--- config.mk ---
export PLATFORM = sky130hd
export DESIGN_NAME = integer_to_ascii_digits
export DESIGN_NICKNAME = d
export VERILOG_FILES = /design/src/i2a_pkg.sv /design/src/i2a_digit_unit.sv /design/src/i2a_ctrl.sv /design/src/integer_to_ascii_digits.sv
export SDC_FILE = /design/constraint.sdc
export NUM_CORES = 1
export LEC_CHECK = 0
export BUFFER_PORTS_ARGS = -buffer_cell sky130_fd_sc_hd__buf_2
export CORE_ASPECT_RATIO = 0.8
export CORE_UTILIZATION = 45
export CTS_CLUSTER_SIZE = 12
export DETAILED_ROUTE_END_ITERATION = 6
export MAX_ROUTING_LAYER = met4
export PLACE_DENSITY = 0.64
export SYNTH_ARGS = -nofsm -noshare
export SYNTH_HDL_FRONTEND = slang
export SYNTH_SLANG_ARGS = --single-unit
export TNS_END_PERCENT = 10
--- constraint.sdc ---
create_clock -name clk -period 5.8 [get_ports clk]
set_input_delay 0.58 -clock clk [delete_from_list [all_inputs] [get_ports clk]]
set_output_delay 0.58 -clock clk [all_outputs]
set_load 0.03 [all_outputs]
--- src/i2a_pkg.sv ---
`timescale 1ns / 1ps

package i2a_pkg;

  // Width of the value port and the number of its bits that carry the number
  localparam int VALUE_W    = 64;
  localparam int VALUE_BITS = 64;

  // Digit counts: hex digits of the full word, decimal digits of 2^(VALUE_BITS-1)
  localparam int HEX_DIGITS = (VALUE_BITS + 3) / 4;
  localparam int DEC_DIGITS = ((VALUE_BITS - 1) * 30103) / 100000 + 1;
  localparam int NDIG       = (DEC_DIGITS > HEX_DIGITS) ? DEC_DIGITS : HEX_DIGITS;
  localparam int DIG_W      = 4 * NDIG;
  localparam int CNT_W      = $clog2(NDIG + 1);
  localparam int BIT_W      = $clog2(VALUE_BITS);

  // ASCII codes
  localparam logic [7:0] CH_ZERO  = 8'h30;
  localparam logic [7:0] CH_LOWER = 8'h61;
  localparam logic [7:0] CH_UPPER = 8'h41;
  localparam logic [7:0] CH_MINUS = 8'h2D;

  typedef enum logic [2:0] {
    ST_IDLE,
    ST_DABBLE,
    ST_SKIP,
    ST_SIGN,
    ST_EMIT
  } state_t;

  typedef enum logic [2:0] {
    OP_HOLD,
    OP_LOAD_HEX,
    OP_LOAD_DEC,
    OP_DABBLE,
    OP_SHIFT
  } op_t;

  typedef struct packed {
    logic [3:0] top;
    logic       top_zero;
  } dig_stat_t;

  // Map one digit to its ASCII character
  function automatic logic [7:0] char_of(input logic [3:0] d, input logic up);
    logic [7:0] base;
    base = up ? CH_UPPER : CH_LOWER;
    if (d < 4'd10) begin
      char_of = CH_ZERO + {4'd0, d};
    end else begin
      char_of = base + {4'd0, d - 4'd10};
    end
  endfunction

endpackage

--- src/i2a_digit_unit.sv ---
`timescale 1ns / 1ps

module i2a_digit_unit (
  input  logic                          clk,
  input  i2a_pkg::op_t                  op,
  input  logic [i2a_pkg::VALUE_W-1:0]   value,
  output i2a_pkg::dig_stat_t            stat
);
  import i2a_pkg::*;

  logic [DIG_W-1:0]      digs;
  logic [DIG_W-1:0]      digs_next;
  logic [VALUE_BITS-1:0] bin;
  logic [VALUE_BITS-1:0] bin_next;
  logic [VALUE_BITS-1:0] raw;
  logic [VALUE_BITS-1:0] mag;
  logic [DIG_W-1:0]      adj;

  // Take the magnitude of the two's complement number
  assign raw = value[VALUE_BITS-1:0];
  assign mag = raw[VALUE_BITS-1] ? (~raw + VALUE_BITS'(1)) : raw;

  // Add three to every BCD digit of five or more
  always_comb begin
    logic [3:0] nib;
    nib = 4'd0;
    for (int i = 0; i < NDIG; i++) begin
      nib = digs[4*i +: 4];
      adj[4*i +: 4] = (nib >= 4'd5) ? nib + 4'd3 : nib;
    end
  end

  // Select the next digit word and binary shift register
  always_comb begin
    digs_next = digs;
    bin_next  = bin;
    unique case (op)
      OP_HOLD: begin
      end
      OP_LOAD_HEX: begin
        digs_next = DIG_W'(raw);
      end
      OP_LOAD_DEC: begin
        digs_next = '0;
        bin_next  = mag;
      end
      OP_DABBLE: begin
        digs_next = {adj[DIG_W-2:0], bin[VALUE_BITS-1]};
        bin_next  = bin << 1;
      end
      OP_SHIFT: begin
        digs_next = digs << 4;
      end
      default: begin
      end
    endcase
  end

  always_ff @(posedge clk) begin
    digs <= digs_next;
    bin  <= bin_next;
  end

  assign stat.top      = digs[DIG_W-1 -: 4];
  assign stat.top_zero = (digs[DIG_W-1 -: 4] == 4'd0);

endmodule

--- src/i2a_ctrl.sv ---
`timescale 1ns / 1ps

module i2a_ctrl (
  input  logic               clk,
  input  logic               rst,
  input  logic               in_valid,
  output logic               in_ready,
  input  logic               req_type,
  input  logic               value_sign,
  input  logic               upper_case,
  output logic               out_valid,
  input  logic               out_ready,
  output logic [7:0]         char_out,
  output logic               last,
  output i2a_pkg::op_t       op,
  input  i2a_pkg::dig_stat_t stat
);
  import i2a_pkg::*;

  state_t           state;
  state_t           state_next;
  logic [CNT_W-1:0] cnt;
  logic [CNT_W-1:0] cnt_next;
  logic [BIT_W-1:0] bitcnt;
  logic [BIT_W-1:0] bitcnt_next;
  logic             up;
  logic             neg;
  logic             slot;
  logic             load_out;
  logic [7:0]       ch_next;
  logic             last_next;

  // Output register is free when empty or being drained this cycle
  assign slot = !out_valid || out_ready;

  always_ff @(posedge clk) begin
    if (rst) begin
      state     <= ST_IDLE;
      out_valid <= 1'b0;
    end else begin
      state <= state_next;
      if (load_out) begin
        out_valid <= 1'b1;
      end else if (out_ready) begin
        out_valid <= 1'b0;
      end
    end
  end

  always_ff @(posedge clk) begin
    cnt    <= cnt_next;
    bitcnt <= bitcnt_next;
    if (in_valid && in_ready) begin
      up  <= upper_case;
      neg <= !req_type && value_sign;
    end
    if (load_out) begin
      char_out <= ch_next;
      last     <= last_next;
    end
  end

  // Sequence: convert, drop leading zeros, emit sign and digits
  always_comb begin
    state_next  = state;
    op          = OP_HOLD;
    in_ready    = 1'b0;
    load_out    = 1'b0;
    ch_next     = CH_ZERO;
    last_next   = 1'b0;
    cnt_next    = cnt;
    bitcnt_next = bitcnt;
    unique case (state)
      ST_IDLE: begin
        in_ready = !rst;
        if (in_valid && in_ready) begin
          cnt_next    = CNT_W'(NDIG);
          bitcnt_next = '0;
          if (req_type) begin
            op         = OP_LOAD_HEX;
            state_next = ST_SKIP;
          end else begin
            op         = OP_LOAD_DEC;
            state_next = ST_DABBLE;
          end
        end
      end
      ST_DABBLE: begin
        op          = OP_DABBLE;
        bitcnt_next = bitcnt + BIT_W'(1);
        if (bitcnt == BIT_W'(VALUE_BITS - 1)) begin
          state_next = ST_SKIP;
        end
      end
      ST_SKIP: begin
        if (stat.top_zero && cnt > CNT_W'(1)) begin
          op       = OP_SHIFT;
          cnt_next = cnt - CNT_W'(1);
        end else begin
          state_next = neg ? ST_SIGN : ST_EMIT;
        end
      end
      ST_SIGN: begin
        if (slot) begin
          load_out   = 1'b1;
          ch_next    = CH_MINUS;
          last_next  = 1'b0;
          state_next = ST_EMIT;
        end
      end
      ST_EMIT: begin
        if (slot) begin
          load_out  = 1'b1;
          ch_next   = char_of(stat.top, up);
          last_next = (cnt == CNT_W'(1));
          op        = OP_SHIFT;
          cnt_next  = cnt - CNT_W'(1);
          if (cnt == CNT_W'(1)) begin
            state_next = ST_IDLE;
          end
        end
      end
      default: begin
        state_next = ST_IDLE;
      end
    endcase
  end

endmodule

--- src/integer_to_ascii_digits.sv ---
`timescale 1ns / 1ps

// Channel  Handshake            Payload
// in       in_valid / in_ready  req_type, value[63:0], upper_case
// out      out_valid/ out_ready char_out[7:0], last
//
// Hex: the value is loaded, leading zero digits are dropped over the 19
// digit positions, the drop loop is left, then the characters are emitted.
// Decimal: the value is loaded and converted by shift-and-add-3 through the
// shared digit register, then the same drop and emit follow, with a minus
// sign emitted before the digits when the value is negative.
// in_ready is high only in idle outside reset. rst (synchronous) returns to
// idle and empties the output register. A stalled output holds the character
// and holds the emit sequence until the character is taken.
module integer_to_ascii_digits (
  input  logic                        clk,
  input  logic                        rst,
  input  logic                        in_valid,
  output logic                        in_ready,
  input  logic                        req_type,
  input  logic [i2a_pkg::VALUE_W-1:0] value,
  input  logic                        upper_case,
  output logic                        out_valid,
  input  logic                        out_ready,
  output logic [7:0]                  char_out,
  output logic                        last
);
  import i2a_pkg::*;

  op_t       op;
  dig_stat_t stat;

  i2a_ctrl u_ctrl (
    .clk        (clk),
    .rst        (rst),
    .in_valid   (in_valid),
    .in_ready   (in_ready),
    .req_type   (req_type),
    .value_sign (value[VALUE_BITS-1]),
    .upper_case (upper_case),
    .out_valid  (out_valid),
    .out_ready  (out_ready),
    .char_out   (char_out),
    .last       (last),
    .op         (op),
    .stat       (stat)
  );

  i2a_digit_unit u_digit (
    .clk   (clk),
    .op    (op),
    .value (value),
    .stat  (stat)
  );

endmodule

==> results by group, run 1 <==
Global route
  – Initial antenna violation count: 2
  – Vias in the first global route: between 8,000 and 9,000
  – Overflow after GRT: 0
  – Largest net degree at the start of global routing: 100
  – GR Util All Layers: about 24%
  – First-pass GRT wire length: roughly 44,000 um

Worst setup path
  – CP arrival: around 3.4 ns
  – CP Cell Sequence: buf_2, inv_1, ha_1, or3b_2, nor4_1, nand3_1, o41ai_1, xor2_1, a21oi_1
  – Setup slack, reg-to-reg: roughly 2.8 ns
  – Worst setup SP type: primary input
  – Largest delay share family, worst path: simple AND/OR/NAND/NOR gates
  – Slowest CP cell: o41ai_1
  – CP bufs+invs: 2
  – Worst Path Required: between 5 and 6 ns
  – Reg-to-Reg Start: u_ctrl.state[2]
  – Worst Path Max Fanout: 9
  – Critical path class: primary input to flip-flop
  – Critical path's largest stage delay: 0.54 ns
  – Reg2reg end: u_digit.digs[32]
  – CP Capture Type: flip-flop
  – Crit. Startpoint: value[0]
  – Reg2reg path depth: 4

Timing
  – Final Slew Violations: 0
  – Worst setup margin: roughly 2.6 ns
  – Final setup fails: 0
  – Final Cycle Share: between 50% and 60%
  – Worst-Margin Slew: approximately 1.1 ns
  – Peak Freq: 314 MHz
  – Hold slack: 0.318 ns
  – Final min period: 3.18 ns
  – Slew HR: a little under 30%
  – Setup TNS: 0 ns
  – Clk_skew: around 0.017 ns
  – RSZ-0062 raised after global routing: false
  – Final Hold Viols: 0

Yosys
  – Synth Net Count: 1,219
  – Main area contributors after synthesis: edfxtp_1 (46%), ha_1 (5.2%), xor2_1 (5.1%)
  – Syn. warnings: 0
  – Largest area contributor in the netlist: edfxtp_1
  – Synth Area in Compound Gates: between 15 and 20%
  – Ys async rst share: 0%
  – Synth top area share: between 40% and 50%
  – Synth cell types: 52
  – FF+latch count, synth: approximately 170
  – Primary FF master, synth: edfxtp_1
  – Multiplexer share of the synthesized area: less than 1%
  – Mapped cell area: 10,500 um^2
  – Post-Synth XOR/XNOR Area: around 7.3%
  – Fraction of the mapped netlist area in adder cells: 5.22%
  – Register area share after synthesis: 46.6%
  – Post-synth EDFFs: about 160
  – Syn Inst Count: 1,105
  – Simple-Gate Fraction of Synth Area: a little under a fifth
  – Syn Area/Cell: around 9.5 um^2
  – Main combinational cell family by area after synthesis: simple AND/OR/NAND/NOR gates

Clock tree
  – CTS tree: yes
  – Clk slew on worst S/H paths: 0.08 ns
  – Bufs on Longest Clock Path: 2
  – CTS root buf: clkbuf_16
  – Setup bufs post-CTS: 0
  – TritonCTS buffer count: 17
  – Post-CTS sizing: 0
  – H-tree levels: 4
  – Clock latency at the later pin of the worst-skew pair: ~0.44 ns
  – Clock Sinks: 165
  – # hold bufs at CTS: 0

Place
  – Gpl congestion: roughly 0.86
  – DP Cell Count: 1,441
  – Post-DP Area: around 11,000 um^2
  – Post-place setup slack: between 2 and 2.5 ns
  – DP Wirelength: around 19,000 um
  – PortBufs: 79

Power and ir drop
  – PD cells: about 410 nW/um^2
  – Maximum vdd drop: between 0.2 and 0.25 mV
  – Final Power: approximately 5 mW
  – Lkg Pwr: around 4.2 nW

Hold path
  – Hold EP: u_ctrl.up
  – Worst hold path depth: 1
  – Min-delay src: upper_case
  – Hold Crit Class: primary input to flip-flop

Routing
  – Via density: 5.88
  – DRT Pass-1 Iters: 5
  – Antenna-violating nets left: 0
  – DR DRC count: 0
  – Detailed Route WL: 27,900 um
  – DR iter-0 viols: approximately 860
  – Drt wl/cell: roughly 19 um
  – Routed via count: around 8,700

Cells and area
  – Final core occ: between 50% and 60%
  – FILL cells: 2,120
  – P&R area growth vs syn: 12.0%
  – Multi-input logic area: 5280 um^2
  – Final Cell Area: around 12,000 um^2
  – Share of layout cells above drive strength 1: between 10% and 20%
  – Non-filler cells, final: 1,475
  – # nets final: roughly 1,300
  – Register Area: about 4900 um^2

Floorplan
  – Initial Util: a little under half
  – Die area: between 20,000 and 25,000 um^2
  – Die W: 173 um
  – Row count: 49
  – # IOs: 81
  – Die height: 139 um
  – Core Area: around 23,000 um^2

Status
  – Outcome: completed

Run
  – Max_cap viols: 0
==> cell families (layout without fill, tap and decap cells) <==
family | after synthesis | in the layout
buffers and inverters | 103 | 165
adder cells (fa/ha/maj) | 44 | 44
other | 1 | 3
flip-flops | 165 | 165
multiplexers | 4 | 4
AO/OA/AOI/OAI | 310 | 310
AND/OR/NAND/NOR | 390 | 390
XOR/XNOR | 88 | 88
==> state kept, by name, indices dropped and copies added, names as in the netlist <==
signal	count
u_ctrl.bitcnt	6
u_digit.digs	76
u_ctrl.last	1
u_ctrl.state	3
u_ctrl.neg	1
u_ctrl.cnt	5
u_ctrl.char_out	7
u_ctrl.up	1
u_digit.bin	64
u_ctrl.out_valid	1
==> Yosys cell counts (3+ instances only) <==
library cell,instances
a21oi_1,90
a22oi_1,15
a31oi_1,3
and3_1,3
buf_1,4
clkbuf_1,52
dfxtp_1,4
edfxtp_1,161
ha_1,44
inv_1,46
mux2i_1,4
nand2_1,128
nand2b_1,25
nand3_1,73
nand3b_1,3
nor2_1,55
nor2b_1,4
nor3_1,11
nor3b_1,39
nor4_1,7
o211ai_1,16
o21ai_0,105
o21ai_1,3
o221ai_1,30
o22ai_1,6
o31ai_1,21
o41ai_1,8
o41ai_2,3
or2_2,4
or3_1,15
or4_1,10
or4_4,3
xnor2_1,26
xor2_1,62
==> placed cells by master, fill, tap and decap left out, drive strengths merged, types with 4 or more instances in the layout <==
cell / n
a21oi: 90
a22oi: 15
buf: 87
clkbuf: 18
clkinv: 4
dfxtp: 4
edfxtp: 161
ha: 44
inv: 50
mux2i: 4
nand2: 128
nand2b: 25
nand3: 73
nor2: 55
nor2b: 4
nor3: 11
nor3b: 39
nor4: 7
o211ai: 16
o21ai: 108
o221ai: 30
o22ai: 6
o31ai: 21
o41ai: 11
or2: 4
or3: 15
or4: 13
xnor2: 26
xor2: 62
==> metal layers <==
| layer | part of all wire (%) | track usage, % | vias up |
|---|---|---|---|
| met5 | 0 | - | - |
| met4 | 1.8 | 6.89 | 0 |
| met3 | 6.7 | 4.25 | 42 |
| li1 | - | - | 4204 |
| met1 | 49 | 36.4 | 4133 |
| met2 | 43 | 33.1 | 290 |
==> worst max path at each step <==
stage | endpoint | slack [ns] | cells after the start
after global placement | u_digit.bin[44] | 2.20 | 9
after global routing | u_digit.bin[44] | 2.41 | 9
after floorplan | u_digit.digs[0] | 1.46 | 8
final | u_digit.bin[48] | 2.62 | 9
after CTS | u_digit.bin[44] | 2.65 | 9
after detailed placement | u_digit.bin[44] | 2.19 | 9
==> power by group <==
| part | switching [mW] | internal, mW | total (mW) |
|---|---|---|---|
| Combinational | 1.05 | 0.596 | 1.65 |
| Sequential | 0.243 | 1.80 | 2.04 |
| Clock | 0.504 | 0.682 | 1.19 |
| Total | 1.80 | 3.08 | 4.88 |
==> final cells by class <==
cell class	instances	area share, %
antenna	2	0.0424
multi-input combinational	837	44.7
clock buffer	18	3.63
clock inverter	14	1.47
sequential	165	41.6
inverter	46	1.46
tap	306	3.24
timing repair buffer	87	3.86
No activity file was read; power rests on OpenSTA's default activity.
==> inputs of run 2 (changes only) <==
PLACE_DENSITY = 0.66   (was 0.64)
clock period = 2.7 ns   (was 5.8 ns; I/O delays follow)
==> run 2 against run 1 <==
Against the previous run: clock-buffer cell count did not move; non-clock buffer count rose by 71; cell area rose by 5.1%; core utilization rose by 2.6 points; combinational power rose by 130%; sequential share of layout area fell by 2.0 points; power rose by 120%; global-route usage fell by 0.055 points; critical path depth fell by 1; first-iteration DRC count rose by 8.2%.
==> results by group, run 2 (synthesized netlist as in run 1, its figures left out) <==
Worst setup path
  – Critical path's largest stage delay: about 0.55 ns
  – CP Capture Type: flip-flop
  – CP arrival: about 2.7 ns
  – CP bufs+invs: 2
  – Slowest CP cell: or4_1
  – Worst Path Required: 2.88 ns
  – Largest delay share family, worst path: simple AND/OR/NAND/NOR gates
  – CP Cell Sequence: buf_2, or4_1, or3_1, or4_1, buf_4, o41ai_1, xor2_1, o21ai_0
  – Worst setup SP type: primary input
  – Most common cell on crit path: or4_1
  – Worst Path Max Fanout: 9
  – Critical path class: primary input to flip-flop

Timing
  – Final Cycle Share: between 90% and 100%
  – RSZ-0062 raised after global routing: false
  – Worst-Margin Slew: roughly 0.77 ns
  – Peak Freq: between 300 and 400 MHz
  – Final Slew Violations: 0
  – Worst setup margin: between 0.15 and 0.2 ns
  – Final min period: around 2.5 ns
  – Clk_skew: ~0.012 ns
  – Final Hold Viols: 0
  – Final setup fails: 0
  – Slew HR: 48.5%

Power and ir drop
  – Lkg Pwr: between 4 and 5 nW
  – Reg power frac: 41.0%
  – Sw Share: a little under two fifths
  – Switching power: roughly 4 mW
  – Logic pwr share: a little over a third
  – Maximum vdd drop: ~0.42 mV
  – PD cells: 857 nW/um^2
  – Clock share of power: approximately a quarter
  – Pint: around 6.7 mW

Routing
  – Routed via count: 8,954
  – Detailed Route WL: ~28,000 um
  – DRT Pass-1 Iters: 5
  – Via density: slightly below 6
  – Antenna-violating nets left: 0
  – Drt wl/cell: around 18 um
  – DR iter-0 viols: just over 900
  – DR DRC count: 0

Clock tree
  – Clock latency at the later pin of the worst-skew pair: roughly 0.44 ns
  – Clk slew on worst S/H paths: 0.08 ns
  – TritonCTS buffer count: 17
  – CTS root buf: clkbuf_16
  – Bufs on Longest Clock Path: 2
  – H-tree levels: 4
  – Setup bufs post-CTS: 0
  – CTS tree: yes
  – Clock Sinks: 165

Floorplan
  – Die W: about 170 um
  – Core Area: 22,700 um^2
  – Row count: 49
  – Die area: about 24,000 um^2
  – Initial Util: a little under half
  – # IOs: slightly above 80
  – Die height: about 140 um

Global route
  – GR Util All Layers: 24.2%
  – Overflow after GRT: 0
  – Initial antenna violation count: 1
  – Largest net degree at the start of global routing: 57
  – Vias in the first global route: 8,381
  – First-pass GRT wire length: roughly 45,000 um

Place
  – Post-DP Area: 11,800 um^2
  – Gpl congestion: just over 0.9
  – DP Wirelength: between 15,000 and 20,000 um
  – DP Cell Count: ~1,500
  – PortBufs: just under 80
  – Post-place setup slack: -0.270 ns

Cells and area
  – Most common cell after layout, fill and taps aside: edfxtp_1
  – Commonest non-fill, non-tap cells in the layout: edfxtp_1 (161), nand2_1 (127), o21ai_0 (105)
  – Final Cell Area: roughly 12,000 um^2
  – Max reg flops: 76
  – Top Registers: u_digit.digs x76, u_digit.bin x64, u_ctrl.char_out x7
  – Top reg by flops: u_digit.digs
  – Non-filler cells, final: roughly 1,500
  – P&R area growth vs syn: 17.7%
  – # nets final: 1,339
  – Share of layout cells above drive strength 1: 16.6%
  – Final core occ: a little over half
  – FILL cells: around 2,000

Hold path
  – Hold Crit Class: primary input to flip-flop

Status
  – Outcome: completed

Run
  – Max_cap viols: 0
-- run 2: power by group through the flow --
stage                     clock network, mW  registers (mW)  logic [mW]
after floorplan                           0            4.28        2.65
after global placement                    0            4.37        3.64
after detailed placement                  0            4.39        3.72
after CTS                              2.55            4.35        3.75
after global routing                   2.66            4.45        4.22
final                                  2.52            4.36        3.76
-- run 2: final timing paths --
| kind | start | endpoint | slack (ns) | cells past startpoint |
|---|---|---|---|---|
| max reg2reg | u_digit.digs[73] | u_digit.digs[44] | 0.22 | 8 |
| min | rst | u_ctrl.out_valid | 0.09 | 2 |
| min reg2reg | u_digit.bin[30] | u_digit.bin[31] | 0.52 | 2 |
| max | value[0] | u_digit.bin[47] | 0.17 | 8 |
-- run 2: what timing repair did --
action | in CTS | in global routing
gates resized for setup | 0 | 0
hold buffers | 0 | 1
setup endpoints to repair | 0 | 0
hold endpoints to repair | 0 | 1
-- run 2: metrics by stage --
stage | power, mW | setup TNS [ns] | hold slack, ns
after floorplan | 6.93 | -0.137 | 0.339
after global placement | 8.01 | -2.18 | 0.448
after detailed placement | 8.11 | -2.87 | 0.452
after CTS | 10.6 | 0 | 0.00243
after global routing | 11.3 | 0 | 0.0888
final | 10.6 | 0 | 0.0869
-- run 2: area by class of cell --
| cell class | count | area [um^2] | share of cell area (%) |
|---|---|---|---|
| inverters | 46 | 173 | 1.39 |
| repair buffers | 158 | 1070 | 8.59 |
| flip-flops and latches | 165 | 4910 | 39.6 |
| clock inverters | 14 | 164 | 1.32 |
| multi-input cells | 837 | 5280 | 42.5 |
| diodes | 1 | 2.50 | 0.0202 |
| well taps | 306 | 383 | 3.09 |
| clock buffers | 18 | 429 | 3.46 |
-- run 2: layer usage --
| layer | vias up | track usage (%) | routed length, um |
|---|---|---|---|
| met5 | - | - | 0 |
| met4 | 0 | 4.84 | 328 |
| met3 | 28 | 5.32 | 2030 |
| met2 | 291 | 33.8 | 11900 |
| met1 | 4284 | 35.8 | 13600 |
| li1 | 4351 | - | - |
==> inputs of run 3 (changes only) <==
ABC_AREA = 1   (was unset)
SLEW_MARGIN = 20   (was unset)
==> run 3 against run 2 <==
Against the previous run: fmax increased by 11%; largest power group is now combinational logic; sequential share of layout area down 2.3 points; register-to-register slack better by 0.21 ns; combinational power up 110%.
==> results by group, run 3 <==
Worst setup path
  – Worst setup SP type: flip-flop
  – Crit. Startpoint: u_digit.digs[73]
  – CP arrival: 2.46 ns
  – Worst Path Required: roughly 2.9 ns
  – CP Capture Type: flip-flop
  – Reg2reg end: u_digit.digs[35]
  – Setup slack, reg-to-reg: 0.43 ns
  – Worst Path Max Fanout: 18
  – Reg2reg path depth: 10
  – Critical path class: flip-flop to flip-flop
  – Reg-to-Reg Start: u_digit.digs[73]

Timing
  – Final setup fails: 0
  – Setup TNS: 0 ns
  – Worst-Margin Slew: between 0.9 and 1 ns
  – RSZ-0062 raised after global routing: false
  – Slew HR: approximately 36%
  – Final min period: 2.27 ns
  – Final Hold Viols: 0
  – Final Cycle Share: 84.3%
  – Clk_skew: between 0.009 and 0.01 ns
  – Peak Freq: ~440 MHz
  – Final Slew Violations: 0
  – Worst setup margin: ~0.43 ns

Power and ir drop
  – Sw Share: 45.3%
  – Switching power: 7.10 mW
  – Logic pwr share: between 40% and 50%
  – Clock share of power: approximately 16%
  – Pint: roughly 8.6 mW
  – PD cells: 1190 nW/um^2
  – Maximum vdd drop: 0.874 mV
  – Lkg Pwr: ~5.5 nW
  – Reg power frac: between 30% and 40%

Yosys
  – Top-count cell post-synth: nand2_1
  – Syn Inst Count: ~1,500
  – Ys async rst share: 0%
  – Synth top area share: 41.0%
  – Main area contributors after synthesis: edfxtp_1 (41%), nand2_1 (12%), o221ai_2 (6.4%)
  – Synth cell types: 50
  – Mapped cell area: about 12,000 um^2
  – Syn. warnings: 0
  – Primary FF master, synth: edfxtp_1
  – FF+latch count, synth: ~170
  – Top cells by count, synth: nand2_1 (379), inv_1 (186), edfxtp_1 (161), nor2_1 (150), o21ai_0 (128)
  – Syn Area/Cell: a little over 8 um^2
  – Largest area contributor in the netlist: edfxtp_1
  – Synth Net Count: between 1,500 and 2,000
  – Post-synth EDFFs: around 160
  – Register area share after synthesis: 41.7%

Routing
  – DR DRC count: 0
  – Drt wl/cell: ~18 um
  – Via density: about 5.5
  – Routed via count: approximately 10,000
  – DR iter-0 viols: 1,116
  – Antenna-violating nets left: 0
  – Detailed Route WL: between 30,000 and 40,000 um
  – DRT Pass-1 Iters: 7

Clock tree
  – CTS tree: yes
  – CTS root buf: clkbuf_16
  – Clock Sinks: 165
  – TritonCTS buffer count: 17
  – Bufs on Longest Clock Path: 2
  – H-tree levels: 4
  – Clock latency at the later pin of the worst-skew pair: approximately 0.44 ns
  – Clk slew on worst S/H paths: 0.07 ns

Hold path
  – Hold Crit Class: primary input to flip-flop
  – Min-delay src: value[0]
  – Worst hold path depth: 3
  – Hold EP: u_digit.bin[0]

Global route
  – Overflow after GRT: 0
  – Largest net degree at the start of global routing: a little under 90
  – Initial antenna violation count: 0
  – First-pass GRT wire length: between 50,000 and 60,000 um
  – GR Util All Layers: a little over a quarter
  – Vias in the first global route: around 9,500

Floorplan
  – Core Area: about 26,000 um^2
  – Die area: 26,900 um^2
  – Initial Util: a little under half
  – # IOs: a little over 80
  – Die W: between 150 and 200 um
  – Die height: between 100 and 150 um
  – Row count: 52

Cells and area
  – Ant diodes: 0
  – Non-filler cells, final: 1,892
  – Final core occ: approximately half
  – # nets final: approximately 1,600
  – Top Registers: u_digit.digs x76, u_digit.bin x64, u_ctrl.char_out x7
  – Most common cell after layout, fill and taps aside: nand2_1
  – Max reg flops: between 70 and 80
  – Top reg by flops: u_digit.digs
  – FILL cells: approximately 2,400
  – Commonest non-fill, non-tap cells in the layout: nand2_1 (378), inv_1 (185), edfxtp_1 (161)
  – P&R area growth vs syn: 11.6%
  – Share of layout cells above drive strength 1: between 10% and 20%

Place
  – Post-place setup slack: 0.444 ns
  – DP Wirelength: about 25,000 um
  – Gpl congestion: a little over 1
  – PortBufs: 79
  – DP Cell Count: 1,858

Run
  – Max_cap viols: 0

Status
  – Outcome: completed
[run 3: changes by cell type in the layout (fill, tap and decap cells not counted), moves of 22 or more]
cell,before,now
a21oi_1,90,19
buf_4,72,15
inv_1,45,185
nand2_1,127,378
nand2b_1,25,0
nand3_1,72,125
nand4_1,2,26
nor2_1,55,150
nor3b_1,39,0
o21ai_0,105,128
o221ai_1,30,0
o221ai_2,0,50
xnor2_1,26,1
xor2_1,62,40
[run 3: worst max-delay path by stage]
stage,to,slack (ns)
3_5_place_dp,u_digit.digs[35],0.44
4_1_cts,u_digit.digs[32],0.43
2_1_floorplan,u_digit.bin[0],0.11
5_1_grt,u_digit.digs[32],0.30
3_3_place_gp,u_digit.digs[38],0.50
6_report,u_digit.digs[35],0.43
[run 3: per-stage QoR]
step	area, um^2	total power [mW]	hold slack (ns)
4_1_cts	13200	15.7	0.130
3_5_place_dp	12600	13.2	0.458
5_1_grt	13200	16.8	0.146
3_3_place_gp	12600	13.0	0.452
6_report	13200	15.7	0.143
2_1_floorplan	11800	11.2	0.342
[run 3: critical path: stages (launching register included)]
cell,delay [ns]
edfxtp_1,0.38
inv_1,0.17
ha_1,0.21
nand2_1,0.08
nor2_2,0.14
nand4_4,0.16
nand2_4,0.15
inv_4,0.07
nand2_4,0.29
buf_4,0.24
o221ai_2,0.10
[run 3: repair_timing]
action,in CTS,in global routing
hold buffers,2,0
endpoints found under the hold margin,2,0
gates resized for setup,0,0
setup buffers,0,0
[run 3: logic make-up (layout without fill, tap and decap cells)]
family	count (synthesis)	after routing	share of synthesized area (%)
and+or+nand+nor	713	713	25.8
buffers and inverters	240	328	8.73
AOI/OAI and AO/OA	249	249	16.1
adders and majority gates	44	44	4.67
DFF	165	165	41.7
other	1	1	0.0318
xor gates and xnor gates	41	41	3.05
[run 3: power by group through the flow]
stage                     logic (mW)  registers [mW]  clock network, mW
after global routing            8.68            5.57               2.58
after detailed placement        7.70            5.45                  0
after floorplan                 5.86            5.34                  0
after CTS                       7.75            5.43               2.49
final                           7.78            5.44               2.47
after global placement          7.53            5.45                  0
[run 3: layout make-up]
| type | count | area [um^2] | share of cell area [%] |
|---|---|---|---|
| Multi-Input combinational cell | 1048 | 5860 | 44.5 |
| Sequential cell | 165 | 4910 | 37.3 |
| Inverter | 194 | 737 | 5.60 |
| Timing Repair Buffer | 102 | 648 | 4.92 |
| Tap cell | 351 | 439 | 3.34 |
| Clock buffer | 17 | 425 | 3.23 |
| Clock inverter | 15 | 141 | 1.07 |
[run 3: routing by layer]
metal	global-route usage (%)	vias up	share of wire, %	wire length [um]
met5	-	-	0	0
met4	8.25	0	2.2	728
met3	3.89	46	7.1	2400
met2	37.5	417	43	14600
met1	37.4	4816	47	16000
li1	-	5100	-	-
